`src/hdl/svpwm_fifo.sv`:
```
// ----------------------------------------------------------------------------
// svpwm_fifo
// short register queue between front and back, depth a power of two
// ----------------------------------------------------------------------------
module svpwm_fifo #(
  parameter int WIDTH = 8,
  parameter int DEPTH = 2
) (
  input  logic             clk_i,
  input  logic             rst_ni,
  input  logic             push_i,
  input  logic [WIDTH-1:0] data_i,
  input  logic             pop_i,
  output logic [WIDTH-1:0] data_o,
  output logic             empty_o,
  output logic             full_o
);
  localparam int AW = (DEPTH > 1) ? $clog2(DEPTH) : 1;
  localparam int CW = $clog2(DEPTH + 1);

  logic [WIDTH-1:0] mem_q [0:DEPTH-1];
  logic [AW-1:0]    wptr_q, rptr_q;
  logic [CW-1:0]    cnt_q;

  assign empty_o = (cnt_q == '0);
  assign full_o  = (cnt_q == CW'(DEPTH));
  assign data_o  = mem_q[rptr_q];

  always_ff @(posedge clk_i or negedge rst_ni) begin
    if (!rst_ni) begin
      wptr_q <= '0;
      rptr_q <= '0;
      cnt_q  <= '0;
    end else begin
      if (push_i) wptr_q <= wptr_q + 1'b1;
      if (pop_i)  rptr_q <= rptr_q + 1'b1;
      if (push_i && !pop_i)      cnt_q <= cnt_q + 1'b1;
      else if (pop_i && !push_i) cnt_q <= cnt_q - 1'b1;
    end
  end

  always_ff @(posedge clk_i) begin
    if (push_i) mem_q[wptr_q] <= data_i;
  end

endmodule

```
`config.mk`:
```
export PLATFORM = sky130hd
export DESIGN_NAME = svpwm_fifo
export DESIGN_NICKNAME = d
export VERILOG_FILES = /design/src/hdl/svpwm_fifo.sv
export SDC_FILE = /design/constraint.sdc
export NUM_CORES = 1
export LEC_CHECK = 0
export ABC_AREA = 1
export BUFFER_PORTS_ARGS = -buffer_cell sky130_fd_sc_hd__buf_4
export CORE_UTILIZATION = 40
export CTS_CLUSTER_SIZE = 28
export DETAILED_ROUTE_END_ITERATION = 10
export GPL_ROUTABILITY_DRIVEN = 0
export HOLD_SLACK_MARGIN = 0.06
export SYNTH_ARGS = -nofsm -noshare
export SYNTH_HDL_FRONTEND = slang
export SYNTH_SLANG_ARGS = --single-unit
```
`constraint.sdc`:
```
create_clock -name clk_i -period 1.75 [get_ports clk_i]
set_input_delay 0.35 -clock clk_i [delete_from_list [all_inputs] [get_ports clk_i]]
set_output_delay 0.35 -clock clk_i [all_outputs]
set_load 0.02 [all_outputs]
```
==> results.sh, run 1 <==
export IMPL_slew_headroom_pct=77.1
export IMPL_cellPowerDensity_nw_per_um2=1510
export IMPL_synthCells=50
export IMPL_antennaDiodeCount=0
export IMPL_clockBufferDepth=2
export IMPL_std_cell_rows=15
export IMPL_crit_fanout=9
export IMPL_syn_nets=63
export IMPL_initial_utilization_pct=44.9
export IMPL_cts_root_buffer="clkbuf_4"
export IMPL_boundaryPins=22
export IMPL_critPathKind="flop to output pin"
export IMPL_fin_crit_sh_pct=95.8
export IMPL_top_usage_layer="met2"
export IMPL_tns_ps=0
export IMPL_wl_mm=1.17
export IMPL_yosys_area_top_type_share_pct=58.7
export IMPL_multi_input_area_um2=200
export IMPL_leakage_nw=0.466
export IMPL_worstSetupEndpointType="output pin"
export IMPL_grt_pass1_vias=388
export IMPL_die_w_um=47.2
export IMPL_grt_pass1_wl_mm=1.68
export IMPL_hold_path_class="primary input to flop"
export IMPL_dr_pass1_iters=5
export IMPL_arrival_ps=1330
export IMPL_yosysTopAreaCell="edfxtp_1"
export IMPL_fin_nets=90
export IMPL_status="completed"
export IMPL_avgSynthCellArea_um2=16.4
export IMPL_yosys_cell_types_count=12
export IMPL_synth_area_leaders="edfxtp_1 59%, mux2_4 15%, dfrtp_1 12%"
export IMPL_die_y_um=47.2
export IMPL_hpwl_um=831
export IMPL_syn2layout_area_growth_pct=27.2
export IMPL_drc_errors=0
export IMPL_min_period_ps=1680
export IMPL_regArea_um2=582
export IMPL_placed_area_um2=1000
export IMPL_clock_latency_ps=300
export IMPL_rsz0062_at_grt="no"
export IMPL_crit_required_ps=1400
export IMPL_clock_sinks=20
export IMPL_maxCapViolations=0
export IMPL_port_buffers=21
export IMPL_cts_tree="done"
export IMPL_antenna_found_initial=0
export IMPL_grt_max_degree=12
export IMPL_worstMarginPinSlew_ps=344
export IMPL_grt_met3_usage_pct=3.46
export IMPL_grt_total_usage_pct=12.0
export IMPL_synth_seq_cells=20
export IMPL_startpoint_type="flop"
export IMPL_grt_use_met2_pct=19.7
export IMPL_core_area_um2=1820
export IMPL_final_area_um2=1040
export IMPL_fmax_mhz=597
export IMPL_clk_pin_slew_worst_paths_ps=100
export IMPL_hold_viol=0
export IMPL_die_area_um2=2230
export IMPL_total_power_w=0.00157
export IMPL_fillers=154
export IMPL_drtIter0Drc=9
export IMPL_numCtsBuffers=3
export IMPL_h_tree_depth=1
export IMPL_utilization_pct=57.2
export IMPL_vias_per_cell=4.49
export IMPL_wire_per_inst_um=11.6
export IMPL_syn_area_um2=818
export IMPL_vias=453
export IMPL_ys_warn_count=0
export IMPL_fin_skew_ps=5.00
export IMPL_synth_seq_area_share_pct=70.9
export IMPL_drive_above_1_share_pct=44.7
export IMPL_setup_viol=0
export IMPL_post_place_ws_ps=254
export IMPL_drtAntennaViolNets=0
export IMPL_finalWorstSetupSlack_ps=73.9
export IMPL_maxSlewViolCount=0
export IMPL_overflow=0
export IMPL_vdd_drop_max_mv=0.746
export IMPL_grtUsageMet1_pct=13.3
## cell type report
class / count / area share (%)
clock buffer: 4 / 2.52
timing repair buffer: 23 / 16.8
sequential: 20 / 55.9
inverter: 7 / 2.52
tap: 25 / 3.00
multi-input combinational: 22 / 19.2
## state kept, by name, summed over array words and instances (netlist names)
| name | flops |
|---|---|
| rptr_q | 1 |
| cnt_q | 2 |
| wptr_q | 1 |
| mem_q | 16 |
## placed cells by master (no fill, tap or decap)
cell           count
nand4_1            1
dlygate4sd3_1      1
clkbuf_1           1
ha_1               1
xor2_1             2
xnor2_1            1
buf_4             22
nand2_1            5
nand3_1            1
dfrtp_2            1
mux2_4             8
dfrtp_1            3
nor2_1             3
clkbuf_4           3
inv_1              7
edfxtp_1          16
## worst paths after layout
check                      cells past startpoint       from  slack [ps]     endpoint
max                                            2     rptr_q          70    data_o[2]
min                                            1  data_i[7]         230  mem_q[1][7]
max reg2reg                                    2     wptr_q         710  mem_q[1][2]
min reg2reg                                    1     wptr_q         490       wptr_q
max in group asynchronous                      2     rst_ni        1260       rptr_q
min in group asynchronous                      2     rst_ni         380     cnt_q[0]
## cells by family (layout without fill, tap and decap cells)
logic type	Yosys count	in the layout	synth area share, %
XOR/XNOR	3	3	3.21
multiplexers	8	8	14.7
adder cells (fa/ha/maj)	1	1	1.53
AND/OR/NAND/NOR	10	10	5.05
buffers and inverters	8	34	4.59
flip-flops	20	20	70.9
## critical path, cell delays in order (launching register included)
cell and delay (ps):
dfrtp_2 550, mux2_4 330, buf_4 160
## repair_timing
| item | CTS | global route |
|---|---|---|
| setup endpoints to repair | 8 | 0 |
| setup buffers | 0 | 0 |
| gates resized for setup | 1 | 0 |
| hold endpoints to repair | 4 | 0 |
| hold buffers | 1 | 0 |
## routing by layer
layer	wire length (um)	part of all wire [%]
met1	487	42
met4	20	1.7
met5	0	0
met2	600	51
met3	65	5.5
## synth_stat cells
master / count
xor2_1: 2
nor2_1: 3
dfrtp_1: 4
edfxtp_1: 16
nand4_1: 1
xnor2_1: 1
nand3_1: 1
mux2_4: 8
ha_1: 1
nand2_1: 5
inv_1: 7
buf_6: 1
## stage by stage
| stage | hold WS [ps] | std cells |
|---|---|---|
| final | 229 | 101 |
| after floorplan | 54.4 | 50 |
| after global placement | 151 | 96 |
| after global routing | 221 | 101 |
| after detailed placement | 151 | 96 |
| after CTS | 223 | 101 |
## power breakdown
part | switching (W) | total, W | leakage (nW) | internal [W]
combinational | 0.000277 | 0.000599 | 0.254 | 0.000322
clock | 0.000129 | 0.000217 | 0.0150 | 0.0000888
sequential | 0.000109 | 0.000756 | 0.196 | 0.000648
total | 0.000514 | 0.00157 | 0.466 | 0.00106
Note: power is estimated with default switching activity, not from simulation.
==> run 2, diff against run 1 <==
- BUFFER_PORTS_ARGS: -buffer_cell sky130_fd_sc_hd__buf_4 -> -buffer_cell sky130_fd_sc_hd__buf_2
==> run 2 against run 1 <==
Total power shrank 1.9%. Critical path depth is the same. Register-to-register slack is essentially flat. Clock-buffer cell count did not move. Worst setup slack got worse by 2.0 ps. First-iteration DRC count rose by 67%. Combinational power down 11%. Non-clock buffer count stayed put. Flip-flop and latch count unchanged. Critical endpoint is now data_o[5].
==> results.sh, run 2 (synthesized netlist as in run 1, its figures left out) <==
export IMPL_status="completed"
export IMPL_fin_cells=101
export IMPL_initial_utilization_pct=44.9
export IMPL_fin_nets=90
export IMPL_largest_reg_flops=16
export IMPL_min_from="data_i[2]"
export IMPL_reg2reg_setup_slack_ps=720
export IMPL_min_period_ps=1680
export IMPL_cts_root_buffer="clkbuf_4"
export IMPL_boundaryPins=22
export IMPL_hpwl_um=791
export IMPL_drive_above_1_share_pct=46.1
export IMPL_numCtsBuffers=3
export IMPL_grt_max_degree=12
export IMPL_regToRegStartpoint="wptr_q"
export IMPL_mostFrequentLayoutCell="buf_2"
export IMPL_cts_setup_buffers=0
export IMPL_std_cell_rows=15
export IMPL_startpoint_type="flop"
export IMPL_clock_latency_ps=290
export IMPL_crit_fanout=9
export IMPL_hold_viol=0
export IMPL_die_y_um=47.2
export IMPL_fillers=167
export IMPL_critPathKind="flop to output pin"
export IMPL_wl_mm=1.09
export IMPL_drtIter0Drc=15
export IMPL_drtAntennaViolNets=0
export IMPL_grt_total_usage_pct=11.9
export IMPL_die_area_um2=2230
export IMPL_dp_cells=96
export IMPL_slew_headroom_pct=78.1
export IMPL_rsz0062_at_grt="no"
export IMPL_hold_path_class="primary input to flop"
export IMPL_antenna_found_initial=0
export IMPL_syn2layout_area_growth_pct=22.0
export IMPL_clockBufferDepth=2
export IMPL_fin_crit_sh_pct=95.9
export IMPL_die_w_um=47.2
export IMPL_port_buffers=21
export IMPL_fmax_mhz=596
export IMPL_h_tree_depth=1
export IMPL_cellPowerDensity_nw_per_um2=1550
export IMPL_clock_sinks=20
export IMPL_worstMarginPinSlew_ps=328
export IMPL_reg_top3="mem_q x16, cnt_q x2"
export IMPL_startpoint="rptr_q"
export IMPL_grt_pass1_vias=417
export IMPL_top_register="mem_q"
export IMPL_core_area_um2=1820
export IMPL_setup_viol=0
export IMPL_fin_skew_ps=2.37
export IMPL_arrival_ps=1330
export IMPL_antennaDiodeCount=0
export IMPL_final_cell_mix="21 x buf_2, 16 x edfxtp_1, 8 x mux2_4, 7 x inv_1, 5 x nand2_1"
export IMPL_vias=446
export IMPL_hold_ws_ps=237
export IMPL_clk_pin_slew_worst_paths_ps=100
export IMPL_tns_ps=0
export IMPL_vias_per_cell=4.42
export IMPL_maxSlewViolCount=0
export IMPL_worstSetupEndpointType="output pin"
export IMPL_vdd_drop_max_mv=0.951
export IMPL_maxCapViolations=0
export IMPL_drc_errors=0
export IMPL_leakage_nw=0.454
export IMPL_crit_required_ps=1400
export IMPL_dr_pass1_iters=2
export IMPL_overflow=0
export IMPL_wire_per_inst_um=10.8
export IMPL_cts_tree="done"
export IMPL_grt_pass1_wl_mm=1.66
## run 2: where the power goes
part | switching [W] | internal, W
logic | 0.000273 | 0.000260
registers | 0.000106 | 0.000647
clock network | 0.000130 | 0.000127
## run 2: path summary, 6_finish.rpt
check,end,cells past startpoint
min reg2reg,wptr_q,1
max reg2reg,mem_q[1][4],2
min in group asynchronous,cnt_q[0],2
min,mem_q[1][2],1
max,data_o[5],2
max in group asynchronous,rptr_q,2
## run 2: cell type report
cell class / count / area, um^2 / share of cell area (%)
clock buffer: 4 / 36.3 / 3.63
sequential: 20 / 582 / 58.3
tap: 25 / 31.3 / 3.13
multi-input combinational: 22 / 200 / 20.1
timing repair buffer: 23 / 123 / 12.3
inverter: 7 / 26.3 / 2.63
## run 2: layer usage
metal | up-vias | track usage [%] | share of wire (%)
met5 | - | 0 | 0
met4 | 0 | 8.57 | 0.83
met3 | 2 | 4.62 | 3.5
met2 | 13 | 18.6 | 51
met1 | 206 | 13.1 | 44
li1 | 225 | - | -
## run 2: stage by stage
| stage | worst slack, ps | util, % | cell area [um^2] | total power [W] |
|---|---|---|---|---|
| detailed placement | 238 | 52.2 | 951 | 0.00130 |
| floorplan | 574 | - | 818 | 0.00116 |
| CTS | 41.0 | 54.8 | 998 | 0.00157 |
| global route | 4.80 | 54.8 | 998 | 0.00164 |
| global placement | 242 | 52.2 | 951 | 0.00129 |
| finish | 72.0 | 54.8 | 998 | 0.00154 |
## run 2: repair_timing
| action | CTS | global route |
|---|---|---|
| endpoints found under the hold margin | 4 | 0 |
| setup endpoints to repair | 8 | 0 |
| resized for setup | 1 | 0 |
| hold buffers | 1 | 0 |
## run 2: critical path, cell delays in order (launching register included)
cell,delay [ps]
dfrtp_2,550
mux2_4,330
buf_2,160
