==> src/hdl/svpwm_pkg.sv <==
// ----------------------------------------------------------------------------
// svpwm_pkg
// shared types, constants and the sector decode for the svpwm compare block
// ----------------------------------------------------------------------------
package svpwm_pkg;

  // sqrt3 in q32, rounded per frac width where it is used
  localparam logic [63:0] SQRT3_Q32 = 64'd7439101574;

  localparam int TP_W  = 16;
  localparam int CMP_W = 15;

  typedef enum logic [2:0] {
    SEC_ZERO = 3'd0,
    SEC_1    = 3'd1,
    SEC_2    = 3'd2,
    SEC_3    = 3'd3,
    SEC_4    = 3'd4,
    SEC_5    = 3'd5,
    SEC_6    = 3'd6
  } sector_e;

  typedef struct packed {
    sector_e sector;
    logic    over;
    logic    dc_fault;
  } side_t;

  // sign-test code to sector
  function automatic sector_e sector_of(input logic [2:0] code);
    sector_e s;
    unique case (code)
      3'd1:    s = SEC_2;
      3'd2:    s = SEC_6;
      3'd3:    s = SEC_1;
      3'd4:    s = SEC_4;
      3'd5:    s = SEC_3;
      3'd6:    s = SEC_5;
      default: s = SEC_ZERO;
    endcase
    return s;
  endfunction

endpackage

==> src/hdl/svpwm_front.sv <==
// ----------------------------------------------------------------------------
// svpwm_front
// sector classification, active-time numerators, overmodulation test and divisor, three stages
// ----------------------------------------------------------------------------
module svpwm_front #(
  parameter int FRAC_BITS = 16
) (
  input  logic                   clk_i,
  input  logic                   rst_ni,
  input  logic                   en_i,
  input  logic                   valid_i,
  input  logic signed [15:0]     v_alpha_i,
  input  logic signed [15:0]     v_beta_i,
  input  logic        [15:0]     dc_link_i,
  input  logic        [15:0]     tp_i,
  output logic                   valid_o,
  output logic [FRAC_BITS+17:0]  n1_o,
  output logic [FRAC_BITS+17:0]  n2_o,
  output logic [FRAC_BITS+18:0]  div_o,
  output svpwm_pkg::side_t       side_o
);
  import svpwm_pkg::*;

  localparam int NW = FRAC_BITS + 19;
  localparam int UW = FRAC_BITS + 18;
  localparam int BW = FRAC_BITS + 19;
  localparam int SW = FRAC_BITS + 2;
  localparam int PW = FRAC_BITS + 18;
  localparam logic [63:0] S3_L =
    (SQRT3_Q32 + (64'd1 << (31 - FRAC_BITS))) >> (32 - FRAC_BITS);
  localparam logic signed [SW-1:0] S3 = $signed(S3_L[SW-1:0]);

  // stage 1
  logic               v1_q;
  logic signed [15:0] va1_q, vb1_q;
  logic [15:0]        vdc1_q;
  logic [30:0]        sqa1_q, sqb1_q;
  logic signed [PW-1:0] s3vb1_q;
  logic signed [31:0] sqa_w, sqb_w;
  logic signed [PW-1:0] s3vb_w;

  assign sqa_w  = v_alpha_i * v_alpha_i;
  assign sqb_w  = v_beta_i * v_beta_i;
  assign s3vb_w = S3 * v_beta_i;

  always_ff @(posedge clk_i or negedge rst_ni) begin
    if (!rst_ni) begin
      v1_q <= 1'b0;
    end else if (en_i) begin
      v1_q <= valid_i;
    end
  end

  always_ff @(posedge clk_i) begin
    if (en_i) begin
      va1_q   <= v_alpha_i;
      vb1_q   <= v_beta_i;
      vdc1_q  <= dc_link_i;
      sqa1_q  <= sqa_w[30:0];
      sqb1_q  <= sqb_w[30:0];
      s3vb1_q <= s3vb_w;
    end
  end

  // stage 2: exact sqrt3 sign tests, numerators
  logic [32:0] sqa3, sqb_e;
  logic gt_p, lt_p, vbn, vbp, van, vap, g1, g2;
  sector_e sec2;
  logic signed [NW-1:0] va_e, va3f, s3e, nx, ny, nz, n1s, n2s;
  logic [UW-1:0] n1c, n2c;

  always_comb begin
    sqa3  = {2'b00, sqa1_q} + {1'b0, sqa1_q, 1'b0};
    sqb_e = {2'b00, sqb1_q};
    gt_p  = sqa3 > sqb_e;
    lt_p  = sqb_e > sqa3;
    vbn   = vb1_q[15];
    vbp   = !vb1_q[15] && (vb1_q != 16'sd0);
    van   = va1_q[15];
    vap   = !va1_q[15] && (va1_q != 16'sd0);
    g1    = vap ? (vbn || gt_p) : (van ? (vbn && lt_p) : vbn);
    g2    = van ? (vbn || gt_p) : (vap ? (vbn && lt_p) : vbn);
    sec2  = sector_of({g2, g1, vbp});

    va_e = NW'(va1_q);
    va3f = (va_e + (va_e <<< 1)) <<< FRAC_BITS;
    s3e  = NW'(s3vb1_q);
    nx   = s3e <<< 1;
    ny   = va3f + s3e;
    nz   = s3e - va3f;

    unique case (sec2)
      SEC_1:   begin n1s = -nz; n2s = nx;  end
      SEC_2:   begin n1s = nz;  n2s = ny;  end
      SEC_3:   begin n1s = nx;  n2s = -ny; end
      SEC_4:   begin n1s = -nx; n2s = nz;  end
      SEC_5:   begin n1s = -ny; n2s = -nz; end
      SEC_6:   begin n1s = ny;  n2s = -nx; end
      default: begin n1s = '0;  n2s = '0;  end
    endcase

    // negative on a sector edge, or no dc link: no active time
    n1c = (n1s[NW-1] || vdc1_q == 16'd0) ? '0 : n1s[UW-1:0];
    n2c = (n2s[NW-1] || vdc1_q == 16'd0) ? '0 : n2s[UW-1:0];
  end

  logic          v2_q;
  logic [UW-1:0] n1_2_q, n2_2_q;
  logic [15:0]   vdc2_q;
  sector_e       sec2_q;

  always_ff @(posedge clk_i or negedge rst_ni) begin
    if (!rst_ni) begin
      v2_q <= 1'b0;
    end else if (en_i) begin
      v2_q <= v1_q;
    end
  end

  always_ff @(posedge clk_i) begin
    if (en_i) begin
      n1_2_q <= n1c;
      n2_2_q <= n2c;
      vdc2_q <= vdc1_q;
      sec2_q <= sec2;
    end
  end

  // stage 3: overmodulation test and divisor
  logic [BW-1:0] sum, lim, div_d;
  logic          over;

  always_comb begin
    sum   = BW'(n1_2_q) + BW'(n2_2_q);
    lim   = BW'({vdc2_q, 1'b0}) << FRAC_BITS;
    over  = (tp_i != 16'd0) && (sum > lim);
    div_d = over ? sum : ((vdc2_q == 16'd0) ? BW'(1) : lim);
  end

  logic v3_q;

  always_ff @(posedge clk_i or negedge rst_ni) begin
    if (!rst_ni) begin
      v3_q <= 1'b0;
    end else if (en_i) begin
      v3_q <= v2_q;
    end
  end

  always_ff @(posedge clk_i) begin
    if (en_i) begin
      n1_o            <= n1_2_q;
      n2_o            <= n2_2_q;
      div_o           <= div_d;
      side_o.sector   <= sec2_q;
      side_o.over     <= over;
      side_o.dc_fault <= (vdc2_q == 16'd0);
    end
  end

  assign valid_o = v3_q;

endmodule

==> config.mk <==
export PLATFORM = sky130hd
export DESIGN_NAME = svpwm_front
export DESIGN_NICKNAME = d
export VERILOG_FILES = /design/src/hdl/svpwm_pkg.sv /design/src/hdl/svpwm_front.sv
export SDC_FILE = /design/constraint.sdc
export NUM_CORES = 2
export LEC_CHECK = 0
export ABC_AREA = 1
export BUFFER_PORTS_ARGS = -buffer_cell sky130_fd_sc_hd__buf_2
export CORE_UTILIZATION = 40
export DETAILED_ROUTE_END_ITERATION = 12
export GPL_TIMING_DRIVEN = 0
export HOLD_SLACK_MARGIN = 0.12
export MAX_ROUTING_LAYER = met4
export SLEW_MARGIN = 40
export SYNTH_ARGS = -nofsm -noshare
export SYNTH_HDL_FRONTEND = slang
export SYNTH_SLANG_ARGS = --single-unit
==> constraint.sdc <==
create_clock -name clk_i -period 6.5 [get_ports clk_i]
set_clock_uncertainty 0.15 [all_clocks]
set_input_delay 0.975 -clock clk_i [delete_from_list [all_inputs] [get_ports clk_i]]
set_output_delay 0.975 -clock clk_i [all_outputs]
set_load 0.02 [all_outputs]
==> flow_summary.json <==
{
  "yosysMostFrequentCell": "inv_1",
  "core_area_sq_um": 109000,
  "insertion_delay_ns": 0.58,
  "die_y_um": 335,
  "yosys-top-cells-area": "fa_1, edfxtp_1, ha_1",
  "post-route-util_pct": 45.1,
  "slew-limit-headroom_pct": 38.6,
  "yosysWarnings": 0,
  "cpMaxStageDelayCell": "fa_1",
  "path_depth": 23,
  "tightest_slew_ns": 0.921,
  "syn-cell-area_sq_um": 44300,
  "cp_common_cell": "fa_1",
  "rsz0062_at_grt": "true",
  "syn_area_per_cell_sq_um": 8.72,
  "gp_congestion": 0.965,
  "htree_num_levels": 2,
  "reg2reg_to": "div_o[30]",
  "cts_tree": "yes",
  "crit_family": "adder cells",
  "synth_top_area_cell": "fa_1",
  "worstPathMaxFanout": 10,
  "period_share_pct": 97.7,
  "cp.arrival_ns": 6.62,
  "die_w_um": 335,
  "synth_common_cells": "inv_1, nand2_1, fa_1, ha_1, nor2_1",
  "drive_gt1_share_pct": 10.7,
  "worstHoldStart": "sec2_q[1]",
  "portBuffers": 168,
  "via_count": 33700,
  "period_needed_ns": 6.35,
  "final.fill_count": 10700,
  "io_pins": 177,
  "cp-end-kind": "flop",
  "wl_um": 123000,
  "synth_ff_type": "edfxtp_1",
  "first_iter_violations": 1900,
  "multi_input_area_sq_um": 29900,
  "clock_sinks": 319,
  "path_cells": "buf_4, clkbuf_4, nand2_1, fa_1, inv_1, fa_1, inv_1, fa_1, inv_1, fa_1, inv_1, fa_1, inv_1, fa_1, ha_1, a21oi_1, o21ai_4, a21oi_4, o21bai_2, a21boi_2, o21ai_2, a21oi_1, xor2_1",
  "syn_inst": 5084,
  "outcome": "finished clean",
  "routedWlPerCell_um": 18.1,
  "slowest_delay_ns": 0.54,
  "ant_nets": 0,
  "synth_seq_cells": 319,
  "setup.worst_path.class": "in -> reg",
  "cts_root_buffer": "clkbuf_16",
  "r2r-start": "n2_2_q[3]",
  "clk_pin_slew_ns": 0.06,
  "area_delta_synth_final_pct": 11.2,
  "synth_top_cell_area_share_pct": 26.8,
  "numCtsBuffers": 39,
  "synth_cell_types": 66,
  "ff2ff_setup_slack_ns": 0.44,
  "slew_viol_final": 0,
  "grt_max_degree": 79,
  "synth-edff-count": 316,
  "cts_buffer_depth": 3,
  "rows": 121,
  "critPathLaunch": "v_beta_i[10]",
  "setup_viol": 0,
  "fmax_mhz": 157,
  "overflow": 0,
  "yosysSeqAreaShare_pct": 21.6,
  "dpl.hpwl_um": 104000,
  "first_pass_iters": 6,
  "gr-usage-all-layers_pct": 23.0,
  "start_util_pct": 40.6,
  "via_per_inst": 4.95,
  "grt_pass1_vias": 34500,
  "drc": 0,
  "crit_end": "sqb1_q[28]",
  "cp_num_buf_inv": 7,
  "r2r.worst_path.cells": 29,
  "grt_pass1_wl_um": 194000,
  "hold_viol": 0,
  "grt_antenna_before_repair": 1,
  "crit_path_start_kind": "input pin",
  "worstHoldPathType": "reg -> reg",
  "setup_tns_ns": 0,
  "max_cap_violations": 0,
  "final_nets": 6406,
  "regArea_sq_um": 9560,
  "async_flop_share_pct": 0.940,
  "die-area_sq_um": 112000,
  "required_ns": 6.76
}
[cells by family (layout without fill, tap and decap cells)]
kind of cell / after synthesis / count (layout) / synth area share (%)
AND/OR/NAND/NOR: 1667 / 1667 / 16.6
buffers and inverters: 1342 / 1585 / 11.8
adder cells (fa/ha/maj): 1032 / 1032 / 39.2
AO/OA/AOI/OAI: 475 / 475 / 5.97
flip-flops: 319 / 319 / 21.6
XOR/XNOR: 247 / 247 / 4.91
other: 1 / 12 / 0.00846
multiplexers: 1 / 1 / 0.0254
[worst reg2reg max path, delay by kind of cell (launching register included)]
kind	cells	cell delay [ns]
compound gates	4	1.16
buf+inv	4	0.47
flops	1	0.42
fa+ha+maj	3	0.74
xor+xnor	1	0.21
simple gates	17	2.64
[cells in the final DEF (no fill, tap or decap), types with 42 or more instances in the layout]
cell type / instances
xor2_1: 169
nand3_1: 140
o21ai_0: 103
fa_1: 581
buf_2: 165
nor2_2: 69
nand2_1: 881
inv_1: 1200
xnor2_1: 76
buf_4: 46
nor2_1: 333
nand4_1: 101
edfxtp_1: 316
a21oi_1: 224
ha_1: 420
clkbuf_16: 42
[flip-flops by register name, indices dropped and copies added (netlist names), 3 cells and up]
name,flops
vb1_q,16
va1_q,16
s3vb1_q,29
vdc1_q,16
div_o,33
sqa1_q,29
side_o,5
n1_2_q,31
n1_o,31
vdc2_q,16
n2_o,31
sqb1_q,29
n2_2_q,31
sec2_q,3
[repair_timing]
action,4_1_cts,5_1_grt
cloned,0,2
setup endpoints to repair,30,82
endpoints found under the hold margin,3,0
gates resized for setup,98,101
pin swaps,3,18
hold buffers,1,0
buffers inserted,4,11
[worst min path at each step]
| stage | to | slack [ns] | cells after the start |
|---|---|---|---|
| 6_report | side_o[3] | 0.27 | 0 |
| 5_1_grt | side_o[3] | 0.28 | 0 |
| 4_1_cts | side_o[3] | 0.27 | 0 |
| 3_5_place_dp | side_o[4] | 0.26 | 0 |
| 3_3_place_gp | side_o[2] | 0.26 | 0 |
| 2_1_floorplan | side_o[2] | 0.25 | 0 |
[layer usage]
| metal | routed length, um | vias up | part of all wire (%) | track usage [%] |
|---|---|---|---|---|
| li1 | - | 16200 | - | - |
| met1 | 51700 | 16400 | 42 | 28.5 |
| met2 | 61900 | 901 | 50 | 39.9 |
| met3 | 5690 | 184 | 4.6 | 1.91 |
| met4 | 3840 | 0 | 3.1 | 6.66 |
| met5 | 0 | - | 0 | - |
[metrics by stage]
stage          hold slack, ns  instance area (sq um)  cells  setup slack, ns
2_1_floorplan           0.250                  44500   5091         -0.00431
5_1_grt                 0.284                  49300   6811          -0.0621
3_5_place_dp            0.261                  47300   6739            -1.71
3_3_place_gp            0.257                  47100   6735            -1.71
6_report                0.265                  49300   6814            0.148
4_1_cts                 0.272                  48800   6800          -0.0370
[final cells by class]
cell class | instances | share of cell area (%)
clock inverter | 22 | 0.553
timing repair buffer | 190 | 2.50
sequential | 319 | 19.4
tap | 1476 | 3.74
clock buffer | 47 | 2.06
inverter | 1230 | 9.37
antenna | 4 | 0.0203
multi-input combinational | 3430 | 60.7
buffer | 96 | 1.63
Power is not shown: default switching activity piles up to over one toggle a cycle in this logic, so the estimate is an artifact.
